**src/cpl_pkg.sv**
```systemverilog
`timescale 1ns / 1ps
package cpl_pkg;

  localparam int CELL_W  = 6;
  localparam int DIM_W   = 7;
  localparam int IDX_W   = 12;
  localparam int SLOT_W  = 15;
  localparam int NUM_OFF = 5;
  localparam int SEL_W   = 3;

  localparam logic [DIM_W-1:0] MAX_CELLS_PER_AXIS = 7'd64;

  // half-shell offsets, first axis step is 0 or 1
  localparam logic [NUM_OFF-1:0] OFF_L = 5'b11100;
  localparam logic signed [1:0] OFF_M [NUM_OFF] = '{2'sd0, 2'sd1, -2'sd1, 2'sd0, 2'sd1};

  typedef enum logic [1:0] {
    REG_CELLS_X,
    REG_CELLS_Y,
    REG_PERIODIC_X,
    REG_PERIODIC_Y
  } cfg_reg_t;

  typedef struct packed {
    logic [DIM_W-1:0] cells_x;
    logic [DIM_W-1:0] cells_y;
    logic             periodic_x;
    logic             periodic_y;
  } cfg_t;

  typedef struct packed {
    logic [IDX_W-1:0]  neighbour_index;
    logic signed [1:0] shift_x;
    logic signed [1:0] shift_y;
  } cand_t;

endpackage

```
**src/cpl_if.sv**
```systemverilog
`timescale 1ns / 1ps
interface cpl_in_if;
  logic                      valid;
  logic                      ready;
  logic [cpl_pkg::CELL_W-1:0] cell_x;
  logic [cpl_pkg::CELL_W-1:0] cell_y;
  logic                      new_list;

  modport source (output valid, output cell_x, output cell_y, output new_list, input ready);
  modport sink   (input valid, input cell_x, input cell_y, input new_list, output ready);
endinterface

interface cpl_out_if;
  logic                        valid;
  logic                        ready;
  logic [cpl_pkg::IDX_W-1:0]   home_index;
  logic [cpl_pkg::IDX_W-1:0]   neighbour_index;
  logic signed [1:0]           shift_x;
  logic signed [1:0]           shift_y;
  logic [cpl_pkg::SLOT_W-1:0]  slot;
  logic                        last;

  modport source (output valid, output home_index, output neighbour_index, output shift_x,
                  output shift_y, output slot, output last, input ready);
  modport sink   (input valid, input home_index, input neighbour_index, input shift_x,
                  input shift_y, input slot, input last, output ready);
endinterface

```
**src/cell_pair_list_generator.sv**
```systemverilog
`timescale 1ns / 1ps
// path: each result beat is registered from the item register, which holds the taken input beat
// throughput: one result beat per cycle while out_ch.ready is high; a cell holds the item
//   register until its last kept pair is emitted, and a new cell can be taken as it leaves
// reset: synchronous active-low rst_n clears valid flags and the slot counter and
//   sets the grid to 1 x 1, periodic on both axes
module cell_pair_list_generator (
  input  logic                       clk,
  input  logic                       rst_n,
  cpl_in_if.sink                     in_ch,
  cpl_out_if.source                  out_ch,
  input  logic                       cfg_we,
  input  logic [1:0]                 cfg_index,
  input  logic [cpl_pkg::DIM_W-1:0]  cfg_data
);

  cpl_pkg::cfg_t                cfg;
  logic                         item_v_r, item_v_nxt;
  logic [cpl_pkg::CELL_W-1:0]   item_x_r;
  logic [cpl_pkg::CELL_W-1:0]   item_y_r;
  logic [cpl_pkg::NUM_OFF-1:0]  done_r, done_nxt;
  logic [cpl_pkg::SLOT_W-1:0]   cnt_r, cnt_nxt;
  logic                         out_v_r, out_v_nxt;
  logic [cpl_pkg::IDX_W-1:0]    home_r;
  logic [cpl_pkg::IDX_W-1:0]    nbr_r;
  logic signed [1:0]            sx_r;
  logic signed [1:0]            sy_r;
  logic [cpl_pkg::SLOT_W-1:0]   slot_r;
  logic                         last_r;

  logic [cpl_pkg::IDX_W-1:0]    home_index;
  cpl_pkg::cand_t               cand [cpl_pkg::NUM_OFF];
  logic [cpl_pkg::NUM_OFF-1:0]  keep;
  logic [cpl_pkg::NUM_OFF-1:0]  rem;
  logic [cpl_pkg::NUM_OFF-1:0]  sel;
  logic [cpl_pkg::SEL_W-1:0]    pick;
  logic                         more;
  logic                         out_free;
  logic                         emit;
  logic                         item_done;
  logic                         in_ready;
  logic                         accept;

  cpl_cfg_regs u_cfg (
    .clk       (clk),
    .rst_n     (rst_n),
    .cfg_we    (cfg_we),
    .cfg_index (cfg_index),
    .cfg_data  (cfg_data),
    .cfg       (cfg)
  );

  cpl_pair_calc u_calc (
    .cfg        (cfg),
    .cell_x     (item_x_r),
    .cell_y     (item_y_r),
    .home_index (home_index),
    .cand       (cand),
    .keep       (keep)
  );

  // lowest pending offset goes next
  assign rem = keep & ~done_r;
  assign sel = rem & (~rem + 5'd1);
  assign more = |(rem & ~sel);

  always_comb begin
    pick = '0;
    for (int k = cpl_pkg::NUM_OFF - 1; k >= 0; k--) begin
      if (rem[k]) pick = cpl_pkg::SEL_W'(k);
    end
  end

  assign out_free  = !out_v_r || out_ch.ready;
  assign emit      = item_v_r && (rem != '0) && out_free;
  assign item_done = item_v_r && ((rem == '0) || (emit && !more));
  assign in_ready  = !item_v_r || item_done;
  assign accept    = in_ch.valid && in_ready;

  always_comb begin
    item_v_nxt = item_v_r;
    done_nxt   = done_r;
    cnt_nxt    = cnt_r;
    out_v_nxt  = out_v_r;
    if (item_done) item_v_nxt = 1'b0;
    if (emit) begin
      done_nxt = done_r | sel;
      cnt_nxt  = cnt_r + 15'd1;
    end
    if (accept) begin
      item_v_nxt = 1'b1;
      done_nxt   = '0;
      if (in_ch.new_list) cnt_nxt = '0;
    end
    if (emit) out_v_nxt = 1'b1;
    else if (out_ch.ready) out_v_nxt = 1'b0;
  end

  always_ff @(posedge clk) begin
    if (!rst_n) begin
      item_v_r <= 1'b0;
      done_r   <= '0;
      cnt_r    <= '0;
      out_v_r  <= 1'b0;
    end else begin
      item_v_r <= item_v_nxt;
      done_r   <= done_nxt;
      cnt_r    <= cnt_nxt;
      out_v_r  <= out_v_nxt;
    end
  end

  always_ff @(posedge clk) begin
    if (accept) begin
      item_x_r <= in_ch.cell_x;
      item_y_r <= in_ch.cell_y;
    end
    if (emit) begin
      home_r <= home_index;
      nbr_r  <= cand[pick].neighbour_index;
      sx_r   <= cand[pick].shift_x;
      sy_r   <= cand[pick].shift_y;
      slot_r <= cnt_r;
      last_r <= !more;
    end
  end

  assign in_ch.ready            = in_ready;
  assign out_ch.valid           = out_v_r;
  assign out_ch.home_index      = home_r;
  assign out_ch.neighbour_index = nbr_r;
  assign out_ch.shift_x         = sx_r;
  assign out_ch.shift_y         = sy_r;
  assign out_ch.slot            = slot_r;
  assign out_ch.last            = last_r;

endmodule

```
**src/cpl_cfg_regs.sv**
```systemverilog
`timescale 1ns / 1ps
module cpl_cfg_regs (
  input  logic                        clk,
  input  logic                        rst_n,
  input  logic                        cfg_we,
  input  logic [1:0]                  cfg_index,
  input  logic [cpl_pkg::DIM_W-1:0]   cfg_data,
  output cpl_pkg::cfg_t               cfg
);

  cpl_pkg::cfg_t cfg_r;

  always_ff @(posedge clk) begin
    if (!rst_n) begin
      cfg_r.cells_x    <= 7'd1;
      cfg_r.cells_y    <= 7'd1;
      cfg_r.periodic_x <= 1'b1;
      cfg_r.periodic_y <= 1'b1;
    end else if (cfg_we) begin
      unique case (cpl_pkg::cfg_reg_t'(cfg_index))
        cpl_pkg::REG_CELLS_X:    cfg_r.cells_x    <= cfg_data;
        cpl_pkg::REG_CELLS_Y:    cfg_r.cells_y    <= cfg_data;
        cpl_pkg::REG_PERIODIC_X: cfg_r.periodic_x <= cfg_data[0];
        cpl_pkg::REG_PERIODIC_Y: cfg_r.periodic_y <= cfg_data[0];
        default: cfg_r <= cfg_r;
      endcase
    end
  end

  assign cfg = cfg_r;

endmodule

```
**src/cpl_pair_calc.sv**
```systemverilog
`timescale 1ns / 1ps
module cpl_pair_calc (
  input  cpl_pkg::cfg_t                cfg,
  input  logic [cpl_pkg::CELL_W-1:0]   cell_x,
  input  logic [cpl_pkg::CELL_W-1:0]   cell_y,
  output logic [cpl_pkg::IDX_W-1:0]    home_index,
  output cpl_pkg::cand_t               cand [cpl_pkg::NUM_OFF],
  output logic [cpl_pkg::NUM_OFF-1:0]  keep
);

  logic [cpl_pkg::DIM_W-1:0]  dx;
  logic [cpl_pkg::DIM_W-1:0]  dy;
  logic                       in_grid;
  logic                       x_last;
  logic                       y_last;
  logic                       y_first;
  logic [12:0]                prod;
  logic [cpl_pkg::IDX_W-1:0]  row_base;
  logic [cpl_pkg::IDX_W-1:0]  next_base;
  logic [cpl_pkg::IDX_W-1:0]  base_a [cpl_pkg::NUM_OFF];
  logic [cpl_pkg::CELL_W-1:0] s_a [cpl_pkg::NUM_OFF];

  // clamp oversized grid
  assign dx = (cfg.cells_x > cpl_pkg::MAX_CELLS_PER_AXIS) ? cpl_pkg::MAX_CELLS_PER_AXIS
                                                          : cfg.cells_x;
  assign dy = (cfg.cells_y > cpl_pkg::MAX_CELLS_PER_AXIS) ? cpl_pkg::MAX_CELLS_PER_AXIS
                                                          : cfg.cells_y;

  assign in_grid = ({1'b0, cell_x} < dx) && ({1'b0, cell_y} < dy);
  assign x_last  = (({1'b0, cell_x} + 7'd1) == dx);
  assign y_last  = (({1'b0, cell_y} + 7'd1) == dy);
  assign y_first = (cell_y == '0);

  assign prod       = 13'(cell_x) * 13'(dy);
  assign row_base   = prod[cpl_pkg::IDX_W-1:0];
  assign next_base  = row_base + 12'(dy);
  assign home_index = row_base + 12'(cell_y);

  always_comb begin
    for (int k = 0; k < cpl_pkg::NUM_OFF; k++) begin
      if (cpl_pkg::OFF_L[k]) begin
        cand[k].shift_x = x_last ? 2'sd1 : 2'sd0;
        base_a[k]       = x_last ? '0 : next_base;
      end else begin
        cand[k].shift_x = 2'sd0;
        base_a[k]       = row_base;
      end
      if (cpl_pkg::OFF_M[k] == 2'sd1) begin
        cand[k].shift_y = y_last ? 2'sd1 : 2'sd0;
        s_a[k]          = y_last ? '0 : cell_y + 6'd1;
      end else if (cpl_pkg::OFF_M[k] == -2'sd1) begin
        cand[k].shift_y = y_first ? -2'sd1 : 2'sd0;
        s_a[k]          = y_first ? 6'(dy - 7'd1) : cell_y - 6'd1;
      end else begin
        cand[k].shift_y = 2'sd0;
        s_a[k]          = cell_y;
      end
      cand[k].neighbour_index = base_a[k] + 12'(s_a[k]);
      keep[k] = in_grid && (cfg.periodic_x || (cand[k].shift_x == 2'sd0))
                        && (cfg.periodic_y || (cand[k].shift_y == 2'sd0));
    end
  end

endmodule

```
**src/flat_wrapper.sv**
```systemverilog
// flat-port wrapper written by rule: the top's interface ports become plain ports
module cell_pair_list_generator_flat 
  (clk, rst_n, cfg_we, cfg_index, cfg_data, in_ch_valid, in_ch_cell_x, in_ch_cell_y, in_ch_new_list, in_ch_ready, out_ch_valid, out_ch_home_index, out_ch_neighbour_index, out_ch_shift_x, out_ch_shift_y, out_ch_slot, out_ch_last, out_ch_ready);
  cpl_in_if in_ch_i ();
  cpl_out_if out_ch_i ();
  input  logic clk;
  input  logic rst_n;
  input  logic cfg_we;
  input  logic [1:0] cfg_index;
  input  logic [cpl_pkg::DIM_W-1:0] cfg_data;
  input wire logic [$bits(in_ch_i.valid)-1:0] in_ch_valid;
  input wire logic [$bits(in_ch_i.cell_x)-1:0] in_ch_cell_x;
  input wire logic [$bits(in_ch_i.cell_y)-1:0] in_ch_cell_y;
  input wire logic [$bits(in_ch_i.new_list)-1:0] in_ch_new_list;
  output wire logic [$bits(in_ch_i.ready)-1:0] in_ch_ready;
  output wire logic [$bits(out_ch_i.valid)-1:0] out_ch_valid;
  output wire logic [$bits(out_ch_i.home_index)-1:0] out_ch_home_index;
  output wire logic [$bits(out_ch_i.neighbour_index)-1:0] out_ch_neighbour_index;
  output wire logic [$bits(out_ch_i.shift_x)-1:0] out_ch_shift_x;
  output wire logic [$bits(out_ch_i.shift_y)-1:0] out_ch_shift_y;
  output wire logic [$bits(out_ch_i.slot)-1:0] out_ch_slot;
  output wire logic [$bits(out_ch_i.last)-1:0] out_ch_last;
  input wire logic [$bits(out_ch_i.ready)-1:0] out_ch_ready;
  assign in_ch_i.valid = in_ch_valid;
  assign in_ch_i.cell_x = in_ch_cell_x;
  assign in_ch_i.cell_y = in_ch_cell_y;
  assign in_ch_i.new_list = in_ch_new_list;
  assign in_ch_ready = in_ch_i.ready;
  assign out_ch_valid = out_ch_i.valid;
  assign out_ch_home_index = out_ch_i.home_index;
  assign out_ch_neighbour_index = out_ch_i.neighbour_index;
  assign out_ch_shift_x = out_ch_i.shift_x;
  assign out_ch_shift_y = out_ch_i.shift_y;
  assign out_ch_slot = out_ch_i.slot;
  assign out_ch_last = out_ch_i.last;
  assign out_ch_i.ready = out_ch_ready;
  cell_pair_list_generator u_core (.clk(clk), .rst_n(rst_n), .in_ch(in_ch_i), .out_ch(out_ch_i), .cfg_we(cfg_we), .cfg_index(cfg_index), .cfg_data(cfg_data));
endmodule
```
**config.mk**
```make
export PLATFORM = sky130hd
export DESIGN_NAME = cell_pair_list_generator_flat
export DESIGN_NICKNAME = d
export VERILOG_FILES = /design/src/cpl_pkg.sv /design/src/cpl_if.sv /design/src/cell_pair_list_generator.sv /design/src/cpl_cfg_regs.sv /design/src/cpl_pair_calc.sv /design/src/flat_wrapper.sv
export SDC_FILE = /design/constraint.sdc
export NUM_CORES = 1
export LEC_CHECK = 0
export BUFFER_PORTS_ARGS = -buffer_cell sky130_fd_sc_hd__buf_2
export CAP_MARGIN = 20
export CORE_MARGIN = 2
export CORE_UTILIZATION = 61
export DETAILED_ROUTE_END_ITERATION = 8
export GPL_TIMING_DRIVEN = 1
export HOLD_SLACK_MARGIN = 0.08
export PLACE_DENSITY = 0.82
export SLEW_MARGIN = 20
export SYNTH_ARGS = -nofsm -noshare
export SYNTH_HDL_FRONTEND = slang
export SYNTH_SLANG_ARGS = --single-unit
```
**constraint.sdc**
```tcl
create_clock -name clk -period 8.51 [get_ports clk]
set_input_delay 1.702 -clock clk [delete_from_list [all_inputs] [get_ports clk]]
set_output_delay 1.702 -clock clk [all_outputs]
set_load 0.02 [all_outputs]
```
Word-level counts from Yosys, hierarchy flattened

Index checks and enable logic that the tools add are counted.
W data, S select, Z words.

Register bits after elaboration: 94
Logic and storage cells: 106

$add $sub $neg: 13
$mul: 1
Order comparisons: 5
Equal/unequal tests: 5
Mux-type cells: 23
Bitwise gates (word level): 9
Reductions and logical operators: 34

Operators with widths:

| kind                    | count |
|---|---|
| $add A12 B6 Y12         | 5 |
| $bmux W16 S3            | 1 |
| $mux W15                | 3 |
| $mux W16                | 2 |
| $add A15 B1 Y15 const B | 1 |
| $and A5 B5 Y5           | 3 |
| $mux W3                 | 5 |
| $not A5 Y5              | 3 |
| $add A6 B1 Y7 const B   | 2 |
| $eq A7 B7 Y1            | 2 |
| $gt A7 B7 Y1 const B    | 2 |
| $lt A6 B7 Y1            | 2 |
| $mux W7                 | 2 |
| $add A12 B7 Y12         | 1 |
| $mul A6 B7 Y12          | 1 |
| $mux W12                | 1 |
| $mux W6                 | 2 |
| $sub A6 B1 Y6 const B   | 2 |
| $logic_and A1 B1 Y1     | 10 |
| $logic_not A2 Y1        | 4 |
| $reduce_and A2 Y1       | 4 |
| $add A6 B1 Y6 const B   | 1 |
| $logic_not A6 Y1        | 1 |
| $logic_or A1 B1 Y1      | 6 |
| other kinds (15)        | 24 |

Logic depth before layout (Yosys ltp)

Word-level depth: 22
Gate-level depth with buffers: 25
Gate-level depth less buffers: 23

Hierarchy

A second synthesis with hierarchy kept.

Cell total of the unflattened synthesis: 940
Area total of the unflattened synthesis: 8638.3 um2

By module, submodules not included:

| module                   | instances | cells an instance | area an instance (um2) |
|---|---|---|---|
| cpl_pair_calc            | 1         | 571               | 4445.5 |
| cell_pair_list_generator | 1         | 306               | 3548.4 |
| cpl_cfg_regs             | 1         | 63                | 644.4 |

Worst setup path before layout

OpenSTA, ideal clock, no wires.

Path kind: register -> register
Start: register u_core.u_cfg.cfg_r, in the netlist u_core.u_cfg.cfg[8]
End: register u_core.nbr_r, in the netlist u_core.out_ch.neighbour_index[11], data pin
Library setup time: 0.268 ns
Arrival time: 5.722 ns
Slack: 2.520 ns
Stages on the path, launching flop included: 22
Path buffers: 2
Clock period less this slack: 5.990 ns
Cell sequence: dfxtp_1 -> clkbuf_1 -> nor2b_1 -> clkbuf_1 -> and2_1 -> fa_1 -> fa_1 -> inv_1 -> fa_1 -> inv_1 -> ha_1 -> xnor2_1 -> ha_1 -> a21o_1 -> a41o_1 -> xor2_1 -> and2_1 -> nor3b_1 -> and2_1 -> a31oi_1 -> o31ai_1 -> mux2i_1

Word-level cells in the longest chain between the ends: 17

RTL lines:

| item                                                    | RTL line                        | RTL |
|---|---|---|
| from (decl)                                             | cpl_cfg_regs.sv:11              | `cpl_pkg::cfg_t cfg_r;` |
| from (signal assigned)                                  | cpl_cfg_regs.sv:25              | `default: cfg_r <= cfg_r;` |
| $gt A7 B7 Y1                                            | cpl_pair_calc.sv:26             | `assign dy = (cfg.cells_y > cpl_pkg::MAX_CELLS_PER_AXIS) ? cpl_pkg::MAX_CELLS_PER_AXIS` |
| $mux W7 (*)                                             | cpl_pair_calc.sv:26             |  |
| branches (longest 12 deep; another with $mul A6 B7 Y12) | -                               |  |
| $bmux W16 S3 (*)                                        | cell_pair_list_generator.sv:120 | `nbr_r <= cand[pick].neighbour_index;` |
| $mux W16 (implied by the code) (*) (2 in series)        | cell_pair_list_generator.sv:120 |  |
| to (signal assigned)                                    | cell_pair_list_generator.sv:120 |  |
| to (decl)                                               | cell_pair_list_generator.sv:25  | `logic [cpl_pkg::IDX_W-1:0] nbr_r;` |

Every way passes the cells marked *. The select of a mux whose other input is x is not followed.
A chain may end at the register's enable or synchronous reset.

Final worst setup path

Start: register u_core.u_cfg.cfg_r, in the netlist u_core.u_cfg.cfg[8]
End: register u_core.nbr_r, in the netlist u_core.out_ch.neighbour_index[10], data pin

The elaborated chain is that of the path after synthesis.

==> reports/results.env <==
SYNTH.YOSYS.SEQ_AREA_SHARE=0.314
GRT_START_MAX_NET_PINS=50
SYNTH_NETS=946
GRT_SETUP_UNREPAIRED='false'
TOTALWIRELENGTH_MM=16.4
SYNTH.LARGEST_AREA_CELL='edfxtp_1'
SYNTH-ASYNC-RESET-RATIO=0
POWER_DENSITY_nW_PER_UM2=166
MAXSLEWVIOLCOUNT=0
FINAL_COUNT_OF_NEGATIVE_SETUP_SLACK_ENDPOINTS=0
NUM_ROWS=41
CELL_INTERNAL_PWR_uW=953
MAX_STAGE_DELAY_ON_CRIT_PATH_PS=660
PLACE.DETAILED.HPWL_MM=12.4
HOLD_PATH.STARTPOINT='u_core.cnt_r[14]$_SDFF_PN0_'
NETLIST_AREA_UM2=7680
FIRST_GLOBAL_VIAS=5616
COREAREA_UM2=12500
ANTENNA_VIOLATING_NETS_POST_ROUTE=0
CRITICAL_PATH.ENDPOINT_TYPE='flip-flop'
POWER.COMBINATIONAL.FRACTION=0.323
POST_ROUTE_CELLS_DRIVE_ABOVE_1_SHARE=0.122
POWER.SHARE.SWITCHING=0.324
WIRE_PER_INST_UM=15.6
VDD_DROP_MAX_V=0.000135
GRT_UTIL_ALL_LAYERS=0.247
CLOCK_INSERTION_DELAY_WORST_SKEW_PS=360
LAYOUT.FILLER_CELLS=976
GLOBAL_ROUTE.OVERFLOW_TOTAL=0
CRITICAL_PATH_BUF_INV_COUNT=1
FLOORPLAN.INITIALDENSITY=0.616
MULTI_INPUT_COMB_AREA_UM2=4910
CLKSINKCOUNT=93
SEQUENTIALPOWERSHARE=0.363
TRITONCTS_BUFFER_COUNT=9
RUN_STATUS='finished clean'
SYNTH_TOP_AREA_SHARE=0.215
YOSYS_WARNINGS=0
ANTENNA_CELLS=0
SYN2LAYOUT_AREA_GROWTH_PCT=10.4
CRITICAL_PATH.CELL_CHAIN='nor2b_1 > nand2_1 > fa_1 > fa_1 > fa_1 > inv_1 > ha_1 > a21oi_1 > xnor2_1 > ha_1 > a21o_1 > a41o_1 > xor2_1 > and2_1 > nor3b_1 > and2_1 > a21oi_1 > nor3_1 > o22ai_1'
TIMING_WORST_SLEW_PIN_VALUE_PS=1030
DETAILEDROUTE.FIRSTITERATIONVIOLATIONS=426
SETUP.WORST_PATH.CLASS='reg2reg'
MIN_DELAY_PATH_DEPTH=0
CRITICAL-PATH-TOP-CELL-BY-COUNT='fa_1'
FLOORPLAN.DIE.HEIGHT_UM=116
REG2REGPATHDEPTH=19
FINAL.PERIOD_UTILIZATION=0.785
IOPINCOUNT=73
MAX_CAP_VIOLATIONS=0
FINAL_PERIOD_MINUS_WORST_SETUP_SLACK_PS=6680
PORT-BUFFER-COUNT=71
NUMBER_OF_FLIP_FLOPS_AND_LATCHES_IN_THE_SYNTHESIZED_NETLIST=93
SLOWEST_STAGE='nor2b_1'
FIN_WS_PS=1830
SHARE_CLK_OF_TOTAL_POWER=0.314
FINALSETUPTNS_PS=0
FINALNETCOUNT=1000
SETUP.WORST_PATH.START_CLASS='flip-flop'
PATH_DELAY_FAMILY='adder cells'
HOLDCRITPATHCLASS='reg2reg'
RELSLEWSLACK=0.309
NUMBER_OF_FLOPS_MAPPED_TO_ENABLE_CELLS_BY_YOSYS=55
POST-ROUTE-DRC-COUNT=0
STARTPOINT='u_core.u_cfg.cfg[8]$_SDFFE_PN0P_'
HTREEDEPTH=3
NUMBER_OF_ANTENNA_VIOLATIONS_AT_THE_FIRST_CHECK_IN_GLOBAL_ROUTING=0
WORSTPATHREQUIRED_PS=8600
CTS_TREE='built'
LAYOUT.CELL_AREA.NON_FILLER_UM2=8480
DIE_AREA_UM2=13500
MAXCLOCKFREQUENCY_GHz=0.150
NUM_VIAS=6123
GRT_PASS1_WL_MM=26.5
WORST-PATH-MAX-FANOUT=18
PATH_DEPTH=19
FF_LATCH_AREA_UM2=2410
FIN_TOTAL_PWR_mW=1.41
CLKTRANSATPATHREGS_PS=70
DIE-WIDTH_UM=116
POST-CTS-SETUP-BUFFER-COUNT=0
CLOCKBUFFERDEPTH=2
LEAKAGEPOWER_nW=3.73
SYNTH.TOP_CELLS.BY_AREA='edfxtp_1 (21%), ha_1 (12%), dfxtp_1 (9.9%), fa_1 (6.8%), xor2_1 (4.8%)'
SWITCHINGPOWER_uW=457
VIASPERCELL=5.83
TIMING.CRITICAL_PATH.ARRIVAL_PS=6770
DETAILED_PLACE.AREA_UM2=8160
YS_DOMINANT_REG_CELL='edfxtp_1'
POST_CTS_HOLD_BUFFER_COUNT=0
FINISH.UTILIZATION=0.681
GLOBALPLACE.CONGESTION=0.915
ROOT_BUFFER='clkbuf_16'
DETAILEDROUTE.FIRSTPASSITERATIONCOUNT=7
FINALHOLDVIOLATIONS=0
WORSTREG2REGSTART='u_core.u_cfg.cfg[8]$_SDFFE_PN0P_'
DETAILEDPLACE.WORSTSLACK_PS=1910
CTS_RESIZED=0
SYNTHCELLS=820
WORST_CLOCK_SKEW_PS=12.3
NETLIST-CELL-TYPE-COUNT=72
POSTSYNTHAREAPERCELL_UM2=9.37
==> metrics by stage <==
step	hold WS, ps	instances
after CTS	467	1051
final	475	1051
after global routing	474	1051
after detailed placement	448	1035
after floorplan	417	820
after global placement	447	1035
==> cells in the mapped netlist, types with 3 or more instances <==
| library cell | number |
|---|---|
| a21oi_1 | 49 |
| nand2_1 | 54 |
| a32oi_1 | 4 |
| nand3_1 | 18 |
| dfxtp_1 | 38 |
| a31o_2 | 3 |
| nor3_1 | 14 |
| nor2b_1 | 22 |
| ha_1 | 73 |
| clkbuf_1 | 25 |
| a21o_1 | 19 |
| nand4_1 | 9 |
| and3_1 | 9 |
| o21bai_1 | 8 |
| buf_2 | 5 |
| mux2i_1 | 25 |
| o211ai_1 | 9 |
| inv_1 | 60 |
| xnor2_1 | 40 |
| nand3b_1 | 4 |
| o21a_1 | 6 |
| edfxtp_1 | 55 |
| o21ai_0 | 21 |
| xor2_1 | 42 |
| a211oi_1 | 7 |
| nor2_1 | 72 |
| fa_1 | 26 |
| nand2b_1 | 9 |
| and2_1 | 35 |
| a311oi_1 | 3 |
==> state kept, by name, summed over array words and instances (netlist names) <==
name / count
u_core.out_ch.home_index: 12
u_core.out_ch.shift_x: 1
u_core.out_ch.neighbour_index: 12
u_core.item_y_r: 6
u_core.item_v_r: 1
u_core.out_ch.last: 1
u_core.cnt_r: 15
u_core.out_ch.valid: 1
u_core.out_ch.slot: 15
u_core.out_ch.shift_y: 2
u_core.u_cfg.cfg: 16
u_core.done_r: 5
u_core.item_x_r: 6
==> worst register-to-register path, stage by stage, from the launching register on <==
cell and delay, ps:
dfxtp_1 490, nor2b_1 660, nand2_1 170, fa_1 520, fa_1 520, fa_1 540, inv_1 40, ha_1 370
a21oi_1 110, xnor2_1 650, ha_1 410, a21o_1 190, a41o_1 260, xor2_1 340, and2_1 260, nor3b_1 260
and2_1 240, a21oi_1 100, nor3_1 200, o22ai_1 100
==> metal layers <==
| layer | vias to the layer above | track usage | routed length, µm |
|---|---|---|---|
| li1 | 2992 | - | - |
| met1 | 2915 | 0.344 | 7370 |
| met2 | 196 | 0.403 | 7880 |
| met3 | 20 | 0.0389 | 901 |
| met4 | 0 | 0.0683 | 220 |
| met5 | - | 0 | 0 |
==> final timing paths <==
path | slack [ps] | to
min | 480 | u_core.out_ch.slot[14]$_DFFE_PP_
max | 1830 | u_core.out_ch.neighbour_index[10]$_DFFE_PP_
max reg2reg | 1830 | u_core.out_ch.neighbour_index[10]$_DFFE_PP_
min reg2reg | 480 | u_core.out_ch.slot[14]$_DFFE_PP_
==> power by group through the flow <==
stage               Clock (mW)  Sequential [mW]  Combinational, mW
floorplan                    0            0.521              0.353
global placement             0            0.521              0.434
detailed placement           0            0.521              0.446
CTS                      0.444            0.512              0.450
global route             0.462            0.513              0.509
finish                   0.443            0.512              0.455
==> cell type report <==
type,instances,share of cell area
tap,172,0.0254
multi-input combinational,633,0.579
clock inverter,6,0.0111
clock buffer,10,0.0270
sequential,93,0.284
inverter,61,0.0270
timing repair buffer,76,0.0463
==> cells by family after synthesis <==
logic type      after synthesis  synth area share
simple gates                263             0.173
compound gates              158             0.141
fa+ha+maj                    99             0.187
buf+inv                      94            0.0477
flops                        93             0.314
xor+xnor                     85             0.101
mux                          27            0.0355
other cells                   1          0.000488
==> cells in the final DEF (no fill, tap or decap), drive strengths merged, types with 22 or more instances in the layout <==
cell type	count
a21oi	49
and2	36
buf	76
dfxtp	38
edfxtp	55
fa	26
ha	73
inv	64
mux2i	25
nand2	54
nor2	72
nor2b	22
xnor2	41
xor2	42
Power figures use the tool's default switching activity.
